<file path="src/sv/desbe_pkg.sv">
// ----------------------------------------------------------------------------
// desbe_pkg
// Permutation tables, S-boxes and helper functions for the DES core.
// ----------------------------------------------------------------------------
package desbe_pkg;

  typedef logic [7:0] pos_t;

  localparam int unsigned NumRounds = 16;

  localparam pos_t IpTab [64] = '{
    8'd58, 8'd50, 8'd42, 8'd34, 8'd26, 8'd18, 8'd10, 8'd2,
    8'd60, 8'd52, 8'd44, 8'd36, 8'd28, 8'd20, 8'd12, 8'd4,
    8'd62, 8'd54, 8'd46, 8'd38, 8'd30, 8'd22, 8'd14, 8'd6,
    8'd64, 8'd56, 8'd48, 8'd40, 8'd32, 8'd24, 8'd16, 8'd8,
    8'd57, 8'd49, 8'd41, 8'd33, 8'd25, 8'd17, 8'd9,  8'd1,
    8'd59, 8'd51, 8'd43, 8'd35, 8'd27, 8'd19, 8'd11, 8'd3,
    8'd61, 8'd53, 8'd45, 8'd37, 8'd29, 8'd21, 8'd13, 8'd5,
    8'd63, 8'd55, 8'd47, 8'd39, 8'd31, 8'd23, 8'd15, 8'd7};

  localparam pos_t FpTab [64] = '{
    8'd40, 8'd8, 8'd48, 8'd16, 8'd56, 8'd24, 8'd64, 8'd32,
    8'd39, 8'd7, 8'd47, 8'd15, 8'd55, 8'd23, 8'd63, 8'd31,
    8'd38, 8'd6, 8'd46, 8'd14, 8'd54, 8'd22, 8'd62, 8'd30,
    8'd37, 8'd5, 8'd45, 8'd13, 8'd53, 8'd21, 8'd61, 8'd29,
    8'd36, 8'd4, 8'd44, 8'd12, 8'd52, 8'd20, 8'd60, 8'd28,
    8'd35, 8'd3, 8'd43, 8'd11, 8'd51, 8'd19, 8'd59, 8'd27,
    8'd34, 8'd2, 8'd42, 8'd10, 8'd50, 8'd18, 8'd58, 8'd26,
    8'd33, 8'd1, 8'd41, 8'd9,  8'd49, 8'd17, 8'd57, 8'd25};

  localparam pos_t ETab [48] = '{
    8'd32, 8'd1,  8'd2,  8'd3,  8'd4,  8'd5,  8'd4,  8'd5,  8'd6,  8'd7,  8'd8,  8'd9,
    8'd8,  8'd9,  8'd10, 8'd11, 8'd12, 8'd13, 8'd12, 8'd13, 8'd14, 8'd15, 8'd16, 8'd17,
    8'd16, 8'd17, 8'd18, 8'd19, 8'd20, 8'd21, 8'd20, 8'd21, 8'd22, 8'd23, 8'd24, 8'd25,
    8'd24, 8'd25, 8'd26, 8'd27, 8'd28, 8'd29, 8'd28, 8'd29, 8'd30, 8'd31, 8'd32, 8'd1};

  localparam pos_t PTab [32] = '{
    8'd16, 8'd7, 8'd20, 8'd21, 8'd29, 8'd12, 8'd28, 8'd17,
    8'd1,  8'd15, 8'd23, 8'd26, 8'd5, 8'd18, 8'd31, 8'd10,
    8'd2,  8'd8, 8'd24, 8'd14, 8'd32, 8'd27, 8'd3,  8'd9,
    8'd19, 8'd13, 8'd30, 8'd6, 8'd22, 8'd11, 8'd4,  8'd25};

  localparam pos_t Pc1Tab [56] = '{
    8'd57, 8'd49, 8'd41, 8'd33, 8'd25, 8'd17, 8'd9,  8'd1,  8'd58, 8'd50, 8'd42, 8'd34,
    8'd26, 8'd18, 8'd10, 8'd2,  8'd59, 8'd51, 8'd43, 8'd35, 8'd27, 8'd19, 8'd11, 8'd3,
    8'd60, 8'd52, 8'd44, 8'd36, 8'd63, 8'd55, 8'd47, 8'd39, 8'd31, 8'd23, 8'd15, 8'd7,
    8'd62, 8'd54, 8'd46, 8'd38, 8'd30, 8'd22, 8'd14, 8'd6,  8'd61, 8'd53, 8'd45, 8'd37,
    8'd29, 8'd21, 8'd13, 8'd5,  8'd28, 8'd20, 8'd12, 8'd4};

  localparam pos_t Pc2Tab [48] = '{
    8'd14, 8'd17, 8'd11, 8'd24, 8'd1,  8'd5,  8'd3,  8'd28, 8'd15, 8'd6,  8'd21, 8'd10,
    8'd23, 8'd19, 8'd12, 8'd4,  8'd26, 8'd8,  8'd16, 8'd7,  8'd27, 8'd20, 8'd13, 8'd2,
    8'd41, 8'd52, 8'd31, 8'd37, 8'd47, 8'd55, 8'd30, 8'd40, 8'd51, 8'd45, 8'd33, 8'd48,
    8'd44, 8'd49, 8'd39, 8'd56, 8'd34, 8'd53, 8'd46, 8'd42, 8'd50, 8'd36, 8'd29, 8'd32};

  // 1 = single-bit rotation in that round, else two
  localparam logic [15:0] RotOne = 16'b1000_0001_0000_0011;

  localparam logic [3:0] SBox [8][64] = '{
    '{4'd14, 4'd4, 4'd13, 4'd1, 4'd2, 4'd15, 4'd11, 4'd8, 4'd3, 4'd10, 4'd6, 4'd12, 4'd5,
      4'd9, 4'd0, 4'd7, 4'd0, 4'd15, 4'd7, 4'd4, 4'd14, 4'd2, 4'd13, 4'd1, 4'd10, 4'd6,
      4'd12, 4'd11, 4'd9, 4'd5, 4'd3, 4'd8, 4'd4, 4'd1, 4'd14, 4'd8, 4'd13, 4'd6, 4'd2,
      4'd11, 4'd15, 4'd12, 4'd9, 4'd7, 4'd3, 4'd10, 4'd5, 4'd0, 4'd15, 4'd12, 4'd8, 4'd2,
      4'd4, 4'd9, 4'd1, 4'd7, 4'd5, 4'd11, 4'd3, 4'd14, 4'd10, 4'd0, 4'd6, 4'd13},
    '{4'd15, 4'd1, 4'd8, 4'd14, 4'd6, 4'd11, 4'd3, 4'd4, 4'd9, 4'd7, 4'd2, 4'd13, 4'd12,
      4'd0, 4'd5, 4'd10, 4'd3, 4'd13, 4'd4, 4'd7, 4'd15, 4'd2, 4'd8, 4'd14, 4'd12, 4'd0,
      4'd1, 4'd10, 4'd6, 4'd9, 4'd11, 4'd5, 4'd0, 4'd14, 4'd7, 4'd11, 4'd10, 4'd4, 4'd13,
      4'd1, 4'd5, 4'd8, 4'd12, 4'd6, 4'd9, 4'd3, 4'd2, 4'd15, 4'd13, 4'd8, 4'd10, 4'd1,
      4'd3, 4'd15, 4'd4, 4'd2, 4'd11, 4'd6, 4'd7, 4'd12, 4'd0, 4'd5, 4'd14, 4'd9},
    '{4'd10, 4'd0, 4'd9, 4'd14, 4'd6, 4'd3, 4'd15, 4'd5, 4'd1, 4'd13, 4'd12, 4'd7, 4'd11,
      4'd4, 4'd2, 4'd8, 4'd13, 4'd7, 4'd0, 4'd9, 4'd3, 4'd4, 4'd6, 4'd10, 4'd2, 4'd8,
      4'd5, 4'd14, 4'd12, 4'd11, 4'd15, 4'd1, 4'd13, 4'd6, 4'd4, 4'd9, 4'd8, 4'd15, 4'd3,
      4'd0, 4'd11, 4'd1, 4'd2, 4'd12, 4'd5, 4'd10, 4'd14, 4'd7, 4'd1, 4'd10, 4'd13, 4'd0,
      4'd6, 4'd9, 4'd8, 4'd7, 4'd4, 4'd15, 4'd14, 4'd3, 4'd11, 4'd5, 4'd2, 4'd12},
    '{4'd7, 4'd13, 4'd14, 4'd3, 4'd0, 4'd6, 4'd9, 4'd10, 4'd1, 4'd2, 4'd8, 4'd5, 4'd11,
      4'd12, 4'd4, 4'd15, 4'd13, 4'd8, 4'd11, 4'd5, 4'd6, 4'd15, 4'd0, 4'd3, 4'd4, 4'd7,
      4'd2, 4'd12, 4'd1, 4'd10, 4'd14, 4'd9, 4'd10, 4'd6, 4'd9, 4'd0, 4'd12, 4'd11, 4'd7,
      4'd13, 4'd15, 4'd1, 4'd3, 4'd14, 4'd5, 4'd2, 4'd8, 4'd4, 4'd3, 4'd15, 4'd0, 4'd6,
      4'd10, 4'd1, 4'd13, 4'd8, 4'd9, 4'd4, 4'd5, 4'd11, 4'd12, 4'd7, 4'd2, 4'd14},
    '{4'd2, 4'd12, 4'd4, 4'd1, 4'd7, 4'd10, 4'd11, 4'd6, 4'd8, 4'd5, 4'd3, 4'd15, 4'd13,
      4'd0, 4'd14, 4'd9, 4'd14, 4'd11, 4'd2, 4'd12, 4'd4, 4'd7, 4'd13, 4'd1, 4'd5, 4'd0,
      4'd15, 4'd10, 4'd3, 4'd9, 4'd8, 4'd6, 4'd4, 4'd2, 4'd1, 4'd11, 4'd10, 4'd13, 4'd7,
      4'd8, 4'd15, 4'd9, 4'd12, 4'd5, 4'd6, 4'd3, 4'd0, 4'd14, 4'd11, 4'd8, 4'd12, 4'd7,
      4'd1, 4'd14, 4'd2, 4'd13, 4'd6, 4'd15, 4'd0, 4'd9, 4'd10, 4'd4, 4'd5, 4'd3},
    '{4'd12, 4'd1, 4'd10, 4'd15, 4'd9, 4'd2, 4'd6, 4'd8, 4'd0, 4'd13, 4'd3, 4'd4, 4'd14,
      4'd7, 4'd5, 4'd11, 4'd10, 4'd15, 4'd4, 4'd2, 4'd7, 4'd12, 4'd9, 4'd5, 4'd6, 4'd1,
      4'd13, 4'd14, 4'd0, 4'd11, 4'd3, 4'd8, 4'd9, 4'd14, 4'd15, 4'd5, 4'd2, 4'd8, 4'd12,
      4'd3, 4'd7, 4'd0, 4'd4, 4'd10, 4'd1, 4'd13, 4'd11, 4'd6, 4'd4, 4'd3, 4'd2, 4'd12,
      4'd9, 4'd5, 4'd15, 4'd10, 4'd11, 4'd14, 4'd1, 4'd7, 4'd6, 4'd0, 4'd8, 4'd13},
    '{4'd4, 4'd11, 4'd2, 4'd14, 4'd15, 4'd0, 4'd8, 4'd13, 4'd3, 4'd12, 4'd9, 4'd7, 4'd5,
      4'd10, 4'd6, 4'd1, 4'd13, 4'd0, 4'd11, 4'd7, 4'd4, 4'd9, 4'd1, 4'd10, 4'd14, 4'd3,
      4'd5, 4'd12, 4'd2, 4'd15, 4'd8, 4'd6, 4'd1, 4'd4, 4'd11, 4'd13, 4'd12, 4'd3, 4'd7,
      4'd14, 4'd10, 4'd15, 4'd6, 4'd8, 4'd0, 4'd5, 4'd9, 4'd2, 4'd6, 4'd11, 4'd13, 4'd8,
      4'd1, 4'd4, 4'd10, 4'd7, 4'd9, 4'd5, 4'd0, 4'd15, 4'd14, 4'd2, 4'd3, 4'd12},
    '{4'd13, 4'd2, 4'd8, 4'd4, 4'd6, 4'd15, 4'd11, 4'd1, 4'd10, 4'd9, 4'd3, 4'd14, 4'd5,
      4'd0, 4'd12, 4'd7, 4'd1, 4'd15, 4'd13, 4'd8, 4'd10, 4'd3, 4'd7, 4'd4, 4'd12, 4'd5,
      4'd6, 4'd11, 4'd0, 4'd14, 4'd9, 4'd2, 4'd7, 4'd11, 4'd4, 4'd1, 4'd9, 4'd12, 4'd14,
      4'd2, 4'd0, 4'd6, 4'd10, 4'd13, 4'd15, 4'd3, 4'd5, 4'd8, 4'd2, 4'd1, 4'd14, 4'd7,
      4'd4, 4'd10, 4'd8, 4'd13, 4'd15, 4'd12, 4'd9, 4'd0, 4'd3, 4'd5, 4'd6, 4'd11}};

  function automatic logic [63:0] perm_ip(input logic [63:0] w);
    logic [63:0] r;
    for (int k = 0; k < 64; k++) r[63-k] = w[64-int'(IpTab[k])];
    return r;
  endfunction

  function automatic logic [63:0] perm_fp(input logic [63:0] w);
    logic [63:0] r;
    for (int k = 0; k < 64; k++) r[63-k] = w[64-int'(FpTab[k])];
    return r;
  endfunction

  function automatic logic [55:0] perm_pc1(input logic [63:0] w);
    logic [55:0] r;
    for (int k = 0; k < 56; k++) r[55-k] = w[64-int'(Pc1Tab[k])];
    return r;
  endfunction

  function automatic logic [47:0] perm_pc2(input logic [55:0] w);
    logic [47:0] r;
    for (int k = 0; k < 48; k++) r[47-k] = w[56-int'(Pc2Tab[k])];
    return r;
  endfunction

  function automatic logic [27:0] rot28(input logic [27:0] v, input logic one);
    return one ? {v[26:0], v[27]} : {v[25:0], v[27:26]};
  endfunction

  // Feistel function: E, key mix, S-boxes, P
  function automatic logic [31:0] feistel(input logic [31:0] h, input logic [47:0] sk);
    logic [47:0] x;
    logic [31:0] s;
    logic [5:0]  six;
    logic [31:0] r;
    for (int k = 0; k < 48; k++) x[47-k] = h[32-int'(ETab[k])];
    x = x ^ sk;
    for (int b = 0; b < 8; b++) begin
      six = x[47-6*b -: 6];
      s[31-4*b -: 4] = SBox[b][{six[5], six[0], six[4:1]}];
    end
    for (int k = 0; k < 32; k++) r[31-k] = s[32-int'(PTab[k])];
    return r;
  endfunction

endpackage

</file>
<file path="src/sv/desbe_round.sv">
// ----------------------------------------------------------------------------
// desbe_round
// One registered DES round: key schedule step plus Feistel step.
// ----------------------------------------------------------------------------
module desbe_round #(
  parameter logic RotOneBit = 1'b1
) (
  input  logic        clk_i,
  input  logic        rst_ni,
  input  logic        valid_i,
  input  logic [27:0] c_i,
  input  logic [27:0] d_i,
  input  logic [31:0] l_i,
  input  logic [31:0] r_i,
  output logic        valid_o,
  output logic [27:0] c_o,
  output logic [27:0] d_o,
  output logic [31:0] l_o,
  output logic [31:0] r_o
);

  logic        valid_q;
  logic [27:0] c_d, d_d, c_q, d_q;
  logic [31:0] l_q, r_q, r_d;

  always_comb begin
    c_d = desbe_pkg::rot28(c_i, RotOneBit);
    d_d = desbe_pkg::rot28(d_i, RotOneBit);
    r_d = l_i ^ desbe_pkg::feistel(r_i, desbe_pkg::perm_pc2({c_d, d_d}));
  end

  always_ff @(posedge clk_i or negedge rst_ni) begin
    if (!rst_ni) begin
      valid_q <= 1'b0;
    end else begin
      valid_q <= valid_i;
    end
  end

  always_ff @(posedge clk_i) begin
    c_q <= c_d;
    d_q <= d_d;
    l_q <= r_i;
    r_q <= r_d;
  end

  assign valid_o = valid_q;
  assign c_o     = c_q;
  assign d_o     = d_q;
  assign l_o     = l_q;
  assign r_o     = r_q;

endmodule

</file>
<file path="config.mk">
export PLATFORM = sky130hd
export DESIGN_NAME = desbe_round
export DESIGN_NICKNAME = d
export VERILOG_FILES = /design/src/sv/desbe_pkg.sv /design/src/sv/desbe_round.sv
export SDC_FILE = /design/constraint.sdc
export NUM_CORES = 1
export LEC_CHECK = 0
export BUFFER_PORTS_ARGS = -buffer_cell sky130_fd_sc_hd__buf_4
export CAP_MARGIN = 20
export CORE_MARGIN = 4
export CORE_UTILIZATION = 40
export DETAILED_ROUTE_END_ITERATION = 8
export PLACE_DENSITY = 0.65
export SETUP_SLACK_MARGIN = 0.1
export SLEW_MARGIN = 20
export SYNTH_ARGS = -nofsm -noshare
export SYNTH_HDL_FRONTEND = slang
export SYNTH_SLANG_ARGS = --single-unit
</file>
<file path="constraint.sdc">
create_clock -name clk_i -period 0.8 [get_ports clk_i]
set_input_delay 0.16 -clock clk_i [delete_from_list [all_inputs] [get_ports clk_i]]
set_output_delay 0.16 -clock clk_i [all_outputs]
set_load 0.02 [all_outputs]
</file>
# --- After elaboration in Yosys (flattened, before gate mapping) ---
# Memories as Yosys holds them, arrays and structs flattened.
# Cells that the tools add are included.
totals:
  n_memories: 8
  register_bits: 121
  output_inout_bits: 121
  elab_cells: 47
  mem_bits_ro: 2048
mem_list:
  columns: ["memory", "depth", "width", "rd", "rd_ports_with_merged_regs", "wr", "line", "source"]
  rows:
  - ["(no name shown)", 64, 4, 1, 0, 0, "desbe_pkg.sv:139", "s[31-4*b -: 4] = SBox[b][{six[5], six[0], six[4:1]}];"]
  - ["(no name shown)", 64, 4, 1, 0, 0, "desbe_pkg.sv:139", null]
  - ["(no name shown)", 64, 4, 1, 0, 0, "desbe_pkg.sv:139", null]
  - ["(no name shown)", 64, 4, 1, 0, 0, "desbe_pkg.sv:139", null]
  - ["(no name shown)", 64, 4, 1, 0, 0, "desbe_pkg.sv:139", null]
  - ["(no name shown)", 64, 4, 1, 0, 0, "desbe_pkg.sv:139", null]
  - ["2 more memories", null, null, null, null, null, null, null]
classes:
  mux: 16
  bitwise_logic: 10
  n_lt_le_gt_ge: 8
ops:
  columns: ["operator", "count"]
  rows:
  - ["$mux 4", 16]
  - ["$ge 7x7->1 const B", 8]
  - ["$not 6->7", 8]
  - ["$xor 48x48->48", 1]
  - ["$xor 32x32->32", 1]

# --- Logic depth before layout (Yosys ltp) ---
# Gate-level depths: netlist of run 1.
logic_depth:
  depth_word: 6
  ltp_mapped: 10
  ltp_nobuf: 9

# --- Worst setup path before layout of run 1 ---
# No wires, ideal clock.
synth_path:
  path_type: "input to register"
  startpoint: "input r_i[28]"
  endpoint: "register r_q[15] (netlist: r_o[15])"
  path_slack_ps: -1522
  cell_stages: 9
  required_time_ps: 728
  arrival_time_ps: 2249
  path_cell_list: "xnor2_1 > clkbuf_1 > ha_1 > clkbuf_1 > mux2i_1 > a221oi_1 > o32ai_1 > a311oi_1 > xnor2_1"
synth_via:
  elab_chain_cells: 6
synth_rtl:
  columns: ["item", "line", "source"]
  rows:
  - ["start, declared", "desbe_round.sv:14", "input logic [31:0] r_i,"]
  - ["$xor 48x48->48", "desbe_pkg.sv:136", "x = x ^ sk;"]
  - ["$not 6->7 (not written as such)", "desbe_pkg.sv:139", null]
  - ["$mem_v2 64x4", null, null]
  - ["$mux 4 (not written as such) (2 in a row)", "desbe_pkg.sv:139", null]
  - ["$xor 32x32->32", "desbe_round.sv:29", "r_d = l_i ^ desbe_pkg::feistel(r_i, desbe_pkg::perm_pc2({c_d, d_d}));"]
  - ["named net r_d[15]", "desbe_round.sv:24", "logic [31:0] l_q, r_q, r_d;"]
  - ["end signal, assigned", "desbe_round.sv:44", "r_q <= r_d;"]
  - ["end, declared", "desbe_round.sv:24", null]
# The timed path passes the listed nets, and every way through them passes these cells. The select of a mux whose other input is x is not followed.

# --- Worst setup path after layout of run 1 ---
layout_path:
  startpoint: "input c_i[7]"
  endpoint: "register r_q[6] (netlist: r_o[6])"
layout_via:
  elab_chain_cells: 6
layout_rtl:
  columns: ["item", "line", "source"]
  rows:
  - ["start, declared", "desbe_round.sv:11", "input logic [27:0] c_i,"]
  - ["$xor 48x48->48", "desbe_pkg.sv:136", null]
  - ["$not 6->7 (not written as such)", "desbe_pkg.sv:139", null]
  - ["$mem_v2 64x4", null, null]
  - ["$mux 4 (not written as such) (2 in a row)", "desbe_pkg.sv:139", null]
  - ["$xor 32x32->32", "desbe_round.sv:29", null]
  - ["named net r_d[6]", "desbe_round.sv:24", null]
# The timed path passes the listed nets, and every way through them passes these cells. The select of a mux whose other input is x is not followed.

==> results of run 1 <==
## cells in the mapped netlist, types with 3 or more instances
cell / count / share of area (%)
a221oi_1: 6 / 0.67
or3_1: 3 / 0.24
o31ai_1: 4 / 0.38
a211oi_1: 22 / 2.1
ha_1: 62 / 9.9
xor2_1: 51 / 5.7
o211ai_1: 21 / 2.0
a311oi_1: 7 / 0.79
clkbuf_1: 25 / 1.2
o22ai_1: 7 / 0.56
buf_2: 11 / 0.71
dfxtp_1: 120 / 31
a31oi_1: 15 / 1.2
a2111oi_0: 4 / 0.45
mux4_2: 24 / 6.9
nand2b_1: 4 / 0.32
inv_1: 37 / 1.8
o311ai_0: 3 / 0.34
xnor2_1: 72 / 8.1
nor2_1: 48 / 2.3
a21oi_1: 43 / 2.8
nand3_1: 18 / 1.2
mux2i_1: 36 / 4.6
xor2_2: 6 / 1.3
nand2_1: 75 / 3.6
nor3_1: 22 / 1.4
o21ai_0: 35 / 2.2
o32ai_1: 5 / 0.56
o221ai_1: 6 / 0.67
o2111ai_1: 7 / 0.79
## sequential cells by signal, indices dropped and copies added, names as in the netlist
signal / flops
l_o: 32
d_o: 28
valid_o: 1
r_o: 32
c_o: 28
## cell type report
cell class                      count  area [um^2]  area share [%]
Clock buffer                       21          470            2.94
Clock inverter                     11          121           0.757
Inverter                           39          191            1.19
Multi-Input combinational cell    637         6280            39.2
Sequential cell                   121         2580            16.1
Tap cell                          260          325            2.03
Timing Repair Buffer              656         6050            37.8
## report_power, final
part           internal, mW  switching [mW]
Combinational          7.73            7.01
Sequential             7.01           0.407
Clock                  4.83            3.07
Total                  19.6            10.5
## routing by layer
metal / share of wire, % / wire [um] / vias to the layer above / track usage [%]
met5: 0 / 0 / - / 0
met4: 3.3 / 1090 / 0 / 7.88
met2: 53 / 17500 / 450 / 49.9
met1: 36 / 11800 / 4354 / 30.5
li1: - / - / 4288 / -
met3: 7.1 / 2340 / 98 / 6.25
## cells by family after synthesis
| group | synth area share [%] |
|---|---|
| compound gates | 17.8 |
| fa+ha+maj | 9.94 |
| simple gates | 9.61 |
| mux | 12.5 |
| buf+inv | 3.78 |
| flops | 31.1 |
| xor+xnor | 15.3 |
## path summary, 6_finish.rpt
check	start	endpoint	slack, ns	cells after the start
max in group asynchronous	rst_ni	valid_o	0.66	2
min	r_i[0]	l_o[0]	0.04	2
min in group asynchronous	rst_ni	valid_o	0.06	2
max	c_i[7]	r_o[6]	-0.83	10
## what timing repair did
action,4_1_cts,5_1_grt
endpoints found under the setup margin,153,153
buffers inserted,16,25
gates resized for setup,351,100
pin swaps,81,68
endpoints found under the hold margin,121,0
gates cloned,0,2
hold buffers,121,0
==> summary.txt, run 1 <==
Die
  – Full die area: 21800 um^2
  – # rows: 50
  – Die H: 148 um
  – Core area: 19000 um^2
  – IO Count: 244
  – Die span in x: 148 um
  – Starting Density: 41.2%

Worst setup path
  – CP Data Required Time: 1.14 ns
  – Crit path DAT: 1.97 ns
  – Slowest cell delay on critical path: 0.40 ns
  – Slowest CP cell: nor3_1
  – Delay-heaviest family, CP: simple AND/OR/NAND/NOR gates
  – CP bufs+invs: 3
  – Worst path cell trace: buf_8, xnor2_4, inv_4, buf_4, ha_1, nand2_1, a21oi_1, nor3_1, mux4_2, xnor2_2
  – CP startpoint kind: input port
  – Crit path kind: in2reg
  – CP Capture Type: register
  – Crit path max fanout: 6

Cells and area
  – Core Util, Final: 84.5%
  – Share of cells above drive strength 1: 59.3%
  – Final instance area: 16000 um^2
  – Net count, final: 1657
  – Ant diodes: 0
  – FILL cells: 965
  – Finished Layout Cells: 1745
  – Syn-to-layout area delta: 105%
  – Commonest non-fill, non-tap cells in the layout: 346 x buf_4, 162 x buf_6, 121 x dlygate4sd3_1
  – Commonest non-fill, non-tap cell in the layout: buf_4

Clocking
  – Longest Clk Path Bufs: 2
  – Num CTS Buffers: 17
  – H-tree depth: 4
  – Root buffer cell: clkbuf_16
  – Clock sink count: 121
  – CTS tree: yes
  – Worst-path clk slew: 0.06 ns

Placed design
  – GPL Wtd Cong: 0.934
  – DP HPWL: 19000 um
  – Area after DPL: 12400 um^2
  – Post-placement setup slack: -1.27 ns
  – Port Buf Inserts: 243
  – Placed instance count: 1553

Routing
  – ANT nets after route: 0
  – DRC violation total after the first TritonRoute iteration: 381
  – Drt wl/cell: 18.8 um
  – Final wirelength: 32800 um
  – DRC: 0
  – 1st-pass router iterations: 5
  – Total number of vias: 9190
  – DR vias/cell: 5.27

Global routing
  – Number of global-route vias before repair: 9363
  – Total global routing overflow: 0
  – Largest net degree at the start of global routing: 17
  – First-pass GRT wire length: 47800 um
  – Total GRT Usage: 26.8%
  – Initial antenna violation count: 0

Logic synthesis
  – Main flop type after synthesis: dfxtp_1
  – #FFs+latches synth: 121
  – Post-Syn Nets: 1018
  – Cell count after synthesis: 833
  – Area of the mapped netlist: 7800 um^2
  – Avg Inst Size Synth: 9.37 um^2
  – Post-synth EDFFs: 0
  – Post-synth cell types: 56
  – Seq/Total Area, Yosys: 31.1%
  – Synth warn: 0
  – Async S/R FF share, synth: 0.826%

Power
  – Pwr Total: 30.1 mW
  – Pwr per Cell Area: 1880 nW/um^2
  – Worst VDD drop: 1580 uV
  – Leakage: 6.91 nW

STA
  – Final setup viols: 153
  – Worst-Margin Slew: 0.537 ns
  – Setup TNS: -47.87 ns
  – RSZ-0062 raised after global routing: true
  – Final period util: 204%
  – Max_slew headroom: 64.0%
  – Final slew viol count: 0
  – Fmax: 0.612 GHz
  – Fin Hold WS: 0.0402 ns
  – Hold Vio Cnt, Final: 0
  – Min Tclk post-route: 1.63 ns
  – Setup slack after layout: -0.833 ns

Run status
  – Status: complete, but fails checks
  – Failing checks: negative setup slack

Run
  – Max Cap Violations: 0

Min path
  – Min-Delay Path Class: in2reg
Power figures use the tool's default switching activity.
==> run 2, diff against run 1 <==
--- a/config.mk
+++ b/config.mk
@@ -5,13 +5,13 @@
 export SDC_FILE = /design/constraint.sdc
 export NUM_CORES = 1
 export LEC_CHECK = 0
+export ABC_AREA = 1
 export BUFFER_PORTS_ARGS = -buffer_cell sky130_fd_sc_hd__buf_4
 export CAP_MARGIN = 20
 export CORE_MARGIN = 4
 export CORE_UTILIZATION = 40
 export DETAILED_ROUTE_END_ITERATION = 8
-export PLACE_DENSITY = 0.65
-export SETUP_SLACK_MARGIN = 0.1
+export SETUP_SLACK_MARGIN = 0.5
 export SLEW_MARGIN = 20
 export SYNTH_ARGS = -nofsm -noshare
 export SYNTH_HDL_FRONTEND = slang
==> summary.txt, run 2 <==
Placed design
  – DP HPWL: 20700 um (+8.9%)
  – GPL Wtd Cong: 0.923 (-1.2%)
  – Port Buf Inserts: 243 (unchanged)
  – Area after DPL: 12700 um^2 (+2.3%)

Die
  – Die H: 152 um (+3.2%)
  – Full die area: 23200 um^2 (+6.5%)
  – Die span in x: 152 um (+3.2%)
  – IO Count: 244 (unchanged)
  – Starting Density: 40.9% (-0.22 points)
  – Core area: 20400 um^2 (+7.4%)
  – # rows: 52 (+4.0%)

Logic synthesis
  – Avg Inst Size Synth: 6.21 um^2 (-34%)
  – Main flop type after synthesis: dfxtp_1
  – Synth top cells by count: 624 x nand2_1, 286 x nand3_1, 134 x inv_1
  – Dominant cell type by area after synthesis: dfxtp_1
  – Most frequent cell after synthesis: nand2_1
  – Post-synth cell types: 25 (-55%)
  – Post-synth EDFFs: 0 (unchanged)
  – Async S/R FF share, synth: 0.826% (unchanged)
  – Area of the mapped netlist: 8340 um^2 (+6.8%)
  – #FFs+latches synth: 121 (unchanged)
  – Synth warn: 0 (unchanged)
  – Synth area leaders: dfxtp_1 29%, nand2_1 28%, nand3_1 17%
  – Cell count after synthesis: 1343 (+61%)
  – Share of the synthesized area in the top cell type: 28.8% (-2.0 points)
  – Post-Syn Nets: 1528 (+50%)
  – Seq/Total Area, Yosys: 29.1% (-2.0 points)

Cells and area
  – Core Util, Final: 76.7% (-7.9 points)
  – FILL cells: 1462 (+52%)
  – Final instance area: 15600 um^2 (-2.6%)
  – Commonest non-fill, non-tap cells in the layout: 458 x nand2_1, 217 x buf_4, 166 x nand3_1
  – Net count, final: 1930 (+16%)
  – Share of cells above drive strength 1: 53.9% (-5.3 points)
  – Commonest non-fill, non-tap cell in the layout: nand2_1
  – Ant diodes: 0 (unchanged)
  – Syn-to-layout area delta: 87.3%

STA
  – Hold Vio Cnt, Final: 120 (+120)
  – Worst-Margin Slew: 0.382 ns (-0.154 ns)
  – Final slew viol count: 0 (unchanged)
  – Final period util: 137% (-67 points)
  – Max_slew headroom: 74.5% (+10 points)
  – Final setup viols: 153 (unchanged)
  – Min Tclk post-route: 1.09 ns (-0.538 ns)
  – Fmax: 0.914 GHz (+49%)
  – Setup slack after layout: -0.294 ns (+0.538 ns)
  – Fin Hold WS: -0.167 ns (-0.207 ns)
  – RSZ-0062 raised after global routing: true

Routing
  – Final wirelength: 28500 um (-13%)
  – DRC: 0 (unchanged)
  – DR vias/cell: 4.97 (-5.7%)
  – DRC violation total after the first TritonRoute iteration: 466 (+22%)
  – ANT nets after route: 0 (unchanged)
  – 1st-pass router iterations: 5 (unchanged)
  – Total number of vias: 10100 (+9.5%)
  – Drt wl/cell: 14.1 um (-25%)

Power
  – Pwr Total: 25.5 mW (-15%)
  – Sw Pwr: 9.19 mW (-12%)
  – Internal: 16.3 mW (-17%)
  – Pwr per Cell Area: 1630 nW/um^2 (-13%)
  – Leakage: 7.84 nW (+13%)
  – Clock Power Share: 28.4% (+2.1 points)
  – Comb power frac: 44.5% (-4.5 points)
  – Worst VDD drop: 1490 uV (-5.7%)
  – Sw Share: 36.1% (+1.2 points)
  – Sequential share of power: 27.2% (+2.5 points)

Min path
  – Cell count of the worst hold path: 1 (-1)
  – Min-Delay Path Class: in2reg
  – Min-Delay Startpoint: d_i[20]
  – Hold Path End: d_o[21]

Global routing
  – Number of global-route vias before repair: 9864 (+5.4%)
  – First-pass GRT wire length: 46200 um (-3.3%)
  – Total GRT Usage: 23.5% (-3.3 points)
  – Initial antenna violation count: 1 (+1)
  – Total global routing overflow: 0 (unchanged)
  – Largest net degree at the start of global routing: 17 (unchanged)

Clocking
  – Cts hold-fix bufs: 1 (-99%)
  – Worst-path clk slew: 0.06 ns (about the same)
  – Root buffer cell: clkbuf_16
  – CTS tree: yes
  – Longest Clk Path Bufs: 2 (unchanged)
  – Clock sink count: 121 (unchanged)
  – H-tree depth: 4 (unchanged)
  – Num CTS Buffers: 17 (unchanged)

Run status
  – Failing checks: negative hold slack, negative setup slack
  – Status: complete, but fails checks

Worst setup path
  – Crit path max fanout: 6 (unchanged)
  – CP Data Required Time: 1.11 ns (-0.03 ns)
  – Crit path kind: in2reg
  – CP startpoint kind: input port
  – CP Capture Type: register
  – Crit path DAT: 1.41 ns (-0.56 ns)

Run
  – Max Cap Violations: 0 (unchanged)
run 2: through the flow:
step	setup WS, ns	TNS [ns]	instances
2_1_floorplan	-0.586	-14.08	1343
3_3_place_gp	-0.768	-21.91	1967
3_5_place_dp	-0.796	-22.56	1967
4_1_cts	-0.305	-36.52	2017
5_1_grt	-0.359	-41.27	2026
6_report	-0.294	-35.77	2026
run 2: repair_timing:
item / in CTS / in global routing
endpoints found under the hold margin: 122 / 121
endpoints found under the setup margin: 153 / 153
pin swaps: 178 / 114
gates cloned: 0 / 1
resized for setup: 370 / 175
setup buffers: 19 / 8
run 2: cell type report:
| cell class | count | area, um^2 | share of cell area [%] |
|---|---|---|---|
| inverters | 137 | 654 | 4.19 |
| clock buffers | 18 | 429 | 2.75 |
| clock inverters | 12 | 110 | 0.705 |
| flip-flops and latches | 121 | 2880 | 18.4 |
| multi-input cells | 1058 | 7150 | 45.8 |
| well taps | 270 | 338 | 2.16 |
| repair buffers | 410 | 4060 | 26.0 |
run 2: critical path, stage by stage:
cell and delay [ns]:
buf_6 0.12, nand2_4 0.05, inv_2 0.04, nor2_4 0.15, ha_4 0.24, inv_4 0.08
nand2_8 0.07, nand2_2 0.06, nand2_2 0.07, nand3_2 0.09, nand2_2 0.06, nand2_2 0.07
nand2_2 0.04, nand2_1 0.05, nand2_1 0.04
run 2: worst max path at each step:
stage          endpoint    start  slack (ns)  depth (start not counted)
3_5_place_dp    r_o[18]  r_i[12]       -0.80                         14
5_1_grt         r_o[20]   r_i[5]       -0.36                         13
3_3_place_gp    r_o[18]   d_i[8]       -0.77                         14
2_1_floorplan    r_o[8]  r_i[20]       -0.59                         14
6_report        r_o[18]  d_i[18]       -0.29                         15
4_1_cts         valid_o  valid_o       -0.31                          1
run 2: routing by layer:
metal | GRT usage [%] | wire, um
met5 | 0 | 20
met4 | 8.99 | 862
met3 | 5.74 | 1650
met2 | 42.9 | 15200
met1 | 26.3 | 10800
run 2: kinds of logic after synthesis:
logic type | count (synthesis) | synth area share (%)
adder cells (fa/ha/maj) | 62 | 9.31
AO/OA/AOI/OAI | 20 | 1.29
flip-flops | 121 | 29.1
XOR/XNOR | 36 | 4.68
buffers and inverters | 164 | 7.93
AND/OR/NAND/NOR | 940 | 47.7
run 2: power groups by stage:
stage / Clock [mW] / Sequential [mW] / Combinational [mW]
after floorplan: 0 / 7.71 / 4.61
after global placement: 0 / 6.92 / 8.98
after CTS: 7.41 / 6.93 / 10.4
after detailed placement: 0 / 6.94 / 9.04
after global routing: 7.72 / 6.99 / 12.3
final: 7.23 / 6.92 / 11.3
==> run 3, diff against run 2 <==
--- a/config.mk
+++ b/config.mk
@@ -11,8 +11,10 @@
 export CORE_MARGIN = 4
 export CORE_UTILIZATION = 40
 export DETAILED_ROUTE_END_ITERATION = 8
+export PLACE_DENSITY = 0.67
 export SETUP_SLACK_MARGIN = 0.5
 export SLEW_MARGIN = 20
 export SYNTH_ARGS = -nofsm -noshare
 export SYNTH_HDL_FRONTEND = slang
 export SYNTH_SLANG_ARGS = --single-unit
+export TNS_END_PERCENT = 5
==> constraint.sdc (replaced) <==
create_clock -name clk_i -period 1 [get_ports clk_i]
set_input_delay 0.2 -clock clk_i [delete_from_list [all_inputs] [get_ports clk_i]]
set_output_delay 0.2 -clock clk_i [all_outputs]
set_load 0.02 [all_outputs]
==> summary.txt, run 3 (synthesis results as in run 2) <==
STA
  – Max_slew headroom: 74.3% (-0.13 points)
  – Worst-Margin Slew: 0.384 ns (+0.00207 ns)
  – Fmax: 0.834 GHz
  – Final setup viols: 148 (-3.3%)
  – Min Tclk post-route: 1.20 ns
  – Hold Vio Cnt, Final: 99 (-18%)
  – Final slew viol count: 0 (unchanged)
  – Setup slack after layout: -0.198 ns (+0.0960 ns)
  – RSZ-0062 raised after global routing: true
  – Final period util: 120%
  – Setup TNS: -8.74 ns (+27.03 ns)
  – Fin Hold WS: -0.118 ns (+0.0486 ns)

Worst setup path
  – CP Capture Type: register
  – CP startpoint kind: input port
  – Crit path max fanout: 5 (-1)
  – Crit path kind: in2reg
  – Slowest cell delay on critical path: 0.26 ns (+0.02 ns)
  – Worst path cell trace: buf_8, nand2_4, inv_2, nor2_4, ha_4, inv_4, nand2_8, nand2_4, nand2_4, nand3_2, nand2_1, nand2_2, nand2_2, nand2_1, nand2_1
  – Crit path DAT: 1.51 ns (+0.10 ns)
  – Slowest CP cell: ha_4
  – CP Data Required Time: 1.31 ns (+0.20 ns)

Routing
  – Total number of vias: 10100 (+0.18%)
  – DR vias/cell: 4.99 (+0.38%)
  – DRC: 0 (unchanged)
  – 1st-pass router iterations: 5 (unchanged)
  – ANT nets after route: 0 (unchanged)
  – DRC violation total after the first TritonRoute iteration: 525 (+13%)
  – Drt wl/cell: 14.0 um (-0.49%)
  – Final wirelength: 28300 um (-0.69%)

Cells and area
  – Syn-to-layout area delta: 75.9%
  – Net count, final: 1924 (-0.31%)
  – Commonest non-fill, non-tap cell in the layout: nand2_1
  – FILL cells: 1627 (+11%)
  – Share of cells above drive strength 1: 49.0% (-5.0 points)
  – Commonest non-fill, non-tap cells in the layout: 502 x nand2_1, 230 x buf_4, 206 x nand3_1
  – Ant diodes: 0 (unchanged)

Die
  – Starting Density: 40.9% (unchanged)
  – Core area: 20400 um^2 (unchanged)
  – Die H: 152 um (unchanged)
  – Die span in x: 152 um (unchanged)
  – IO Count: 244 (unchanged)
  – Full die area: 23200 um^2 (unchanged)
  – # rows: 52 (unchanged)

Power
  – Sw Pwr: 7.32 mW (-20%)
  – Internal: 13.5 mW (-17%)
  – Pwr per Cell Area: 1420 nW/um^2 (-13%)
  – Pwr Total: 20.8 mW (-18%)
  – Sw Share: 35.2% (-0.86 points)
  – Comb power frac: 40.7% (-3.8 points)
  – Worst VDD drop: 1220 uV (-18%)
  – Leakage: 7.57 nW (-3.5%)
  – Clock Power Share: 32.3% (+3.9 points)
  – Sequential share of power: 27.0% (-0.2 points)

Clocking
  – Num CTS Buffers: 17 (unchanged)
  – Root buffer cell: clkbuf_16
  – H-tree depth: 4 (unchanged)
  – CTS tree: yes
  – Cts hold-fix bufs: 1 (unchanged)
  – Worst-path clk slew: 0.06 ns (about the same)
  – Clock sink count: 121 (unchanged)
  – Longest Clk Path Bufs: 2 (unchanged)

Min path
  – Min-Delay Path Class: in2reg

Placed design
  – GPL Wtd Cong: 0.936 (+1.4%)
  – DP HPWL: 20300 um (-2.2%)
  – Port Buf Inserts: 243 (unchanged)

Global routing
  – Largest net degree at the start of global routing: 17 (unchanged)
  – Total global routing overflow: 0 (unchanged)
  – Number of global-route vias before repair: 9687 (-1.8%)
  – First-pass GRT wire length: 45200 um (-2.2%)
  – Initial antenna violation count: 0 (-1)
  – Total GRT Usage: 22.9% (-0.61 points)

Run status
  – Status: complete, but fails checks
  – Failing checks: negative hold slack, negative setup slack

Run
  – Max Cap Violations: 0 (unchanged)
[run 3: changes by cell type in the layout (fill, tap and decap cells not counted), sizes merged]
cell,delta
buf,-6
inv,+2
bufinv,+2
clkinv,-2
[run 3: path summary, 6_finish.rpt]
kind                       endpoint  cells past startpoint  slack [ns]    start
min in group asynchronous   valid_o                      2        0.10   rst_ni
min                         c_o[19]                      1       -0.12  c_i[18]
max in group asynchronous   valid_o                      2        0.82   rst_ni
max                          r_o[8]                     15       -0.20  r_i[20]
[run 3: through the flow]
stage	area, um^2	cells	worst slack (ns)	util (%)
floorplan	8550	1343	-0.427	-
global placement	11800	1976	-0.625	57.8
CTS	14000	2017	-0.149	68.7
finish	14700	2022	-0.198	72.0
global route	14700	2022	-0.253	72.0
detailed placement	11800	1976	-0.659	57.8
[run 3: layer usage]
layer | global-route usage (%) | part of all wire [%] | up-vias | wire [um]
li1 | - | - | 5045 | -
met1 | 28.1 | 40 | 4593 | 11400
met2 | 39.8 | 50 | 397 | 14100
met3 | 5.45 | 7.3 | 45 | 2070
met4 | 7.06 | 2.3 | 0 | 655
met5 | 0 | 0 | - | 0
[run 3: area by class of cell]
| type | count | area [um^2] | area share [%] |
|---|---|---|---|
| clock buffer | 18 | 439 | 2.99 |
| clock inverter | 14 | 194 | 1.32 |
| sequential | 121 | 2580 | 17.6 |
| tap | 270 | 338 | 2.30 |
| multi-input combinational | 1058 | 6700 | 45.7 |
| timing repair buffer | 404 | 3820 | 26.1 |
| inverter | 137 | 592 | 4.04 |
[run 3: critical path, delay by kind of cell]
kind          cells  cell delay (ns)
simple gates     11             0.80
fa+ha+maj         1             0.26
buf+inv           3             0.24
[run 3: power groups by stage]
stage,Combinational (mW),Sequential [mW],Clock [mW]
2_1_floorplan,3.39,6.13,0
4_1_cts,7.81,5.61,6.83
5_1_grt,9.24,5.66,7.08
6_report,8.46,5.62,6.72
3_3_place_gp,6.80,5.53,0
3_5_place_dp,6.86,5.53,0
[run 3: what timing repair did]
item | in CTS | in global routing
pin swaps | 119 | 77
gates resized for setup | 476 | 163
buffers inserted | 8 | 5
hold endpoints to repair | 111 | 104
endpoints found under the setup margin | 153 | 153
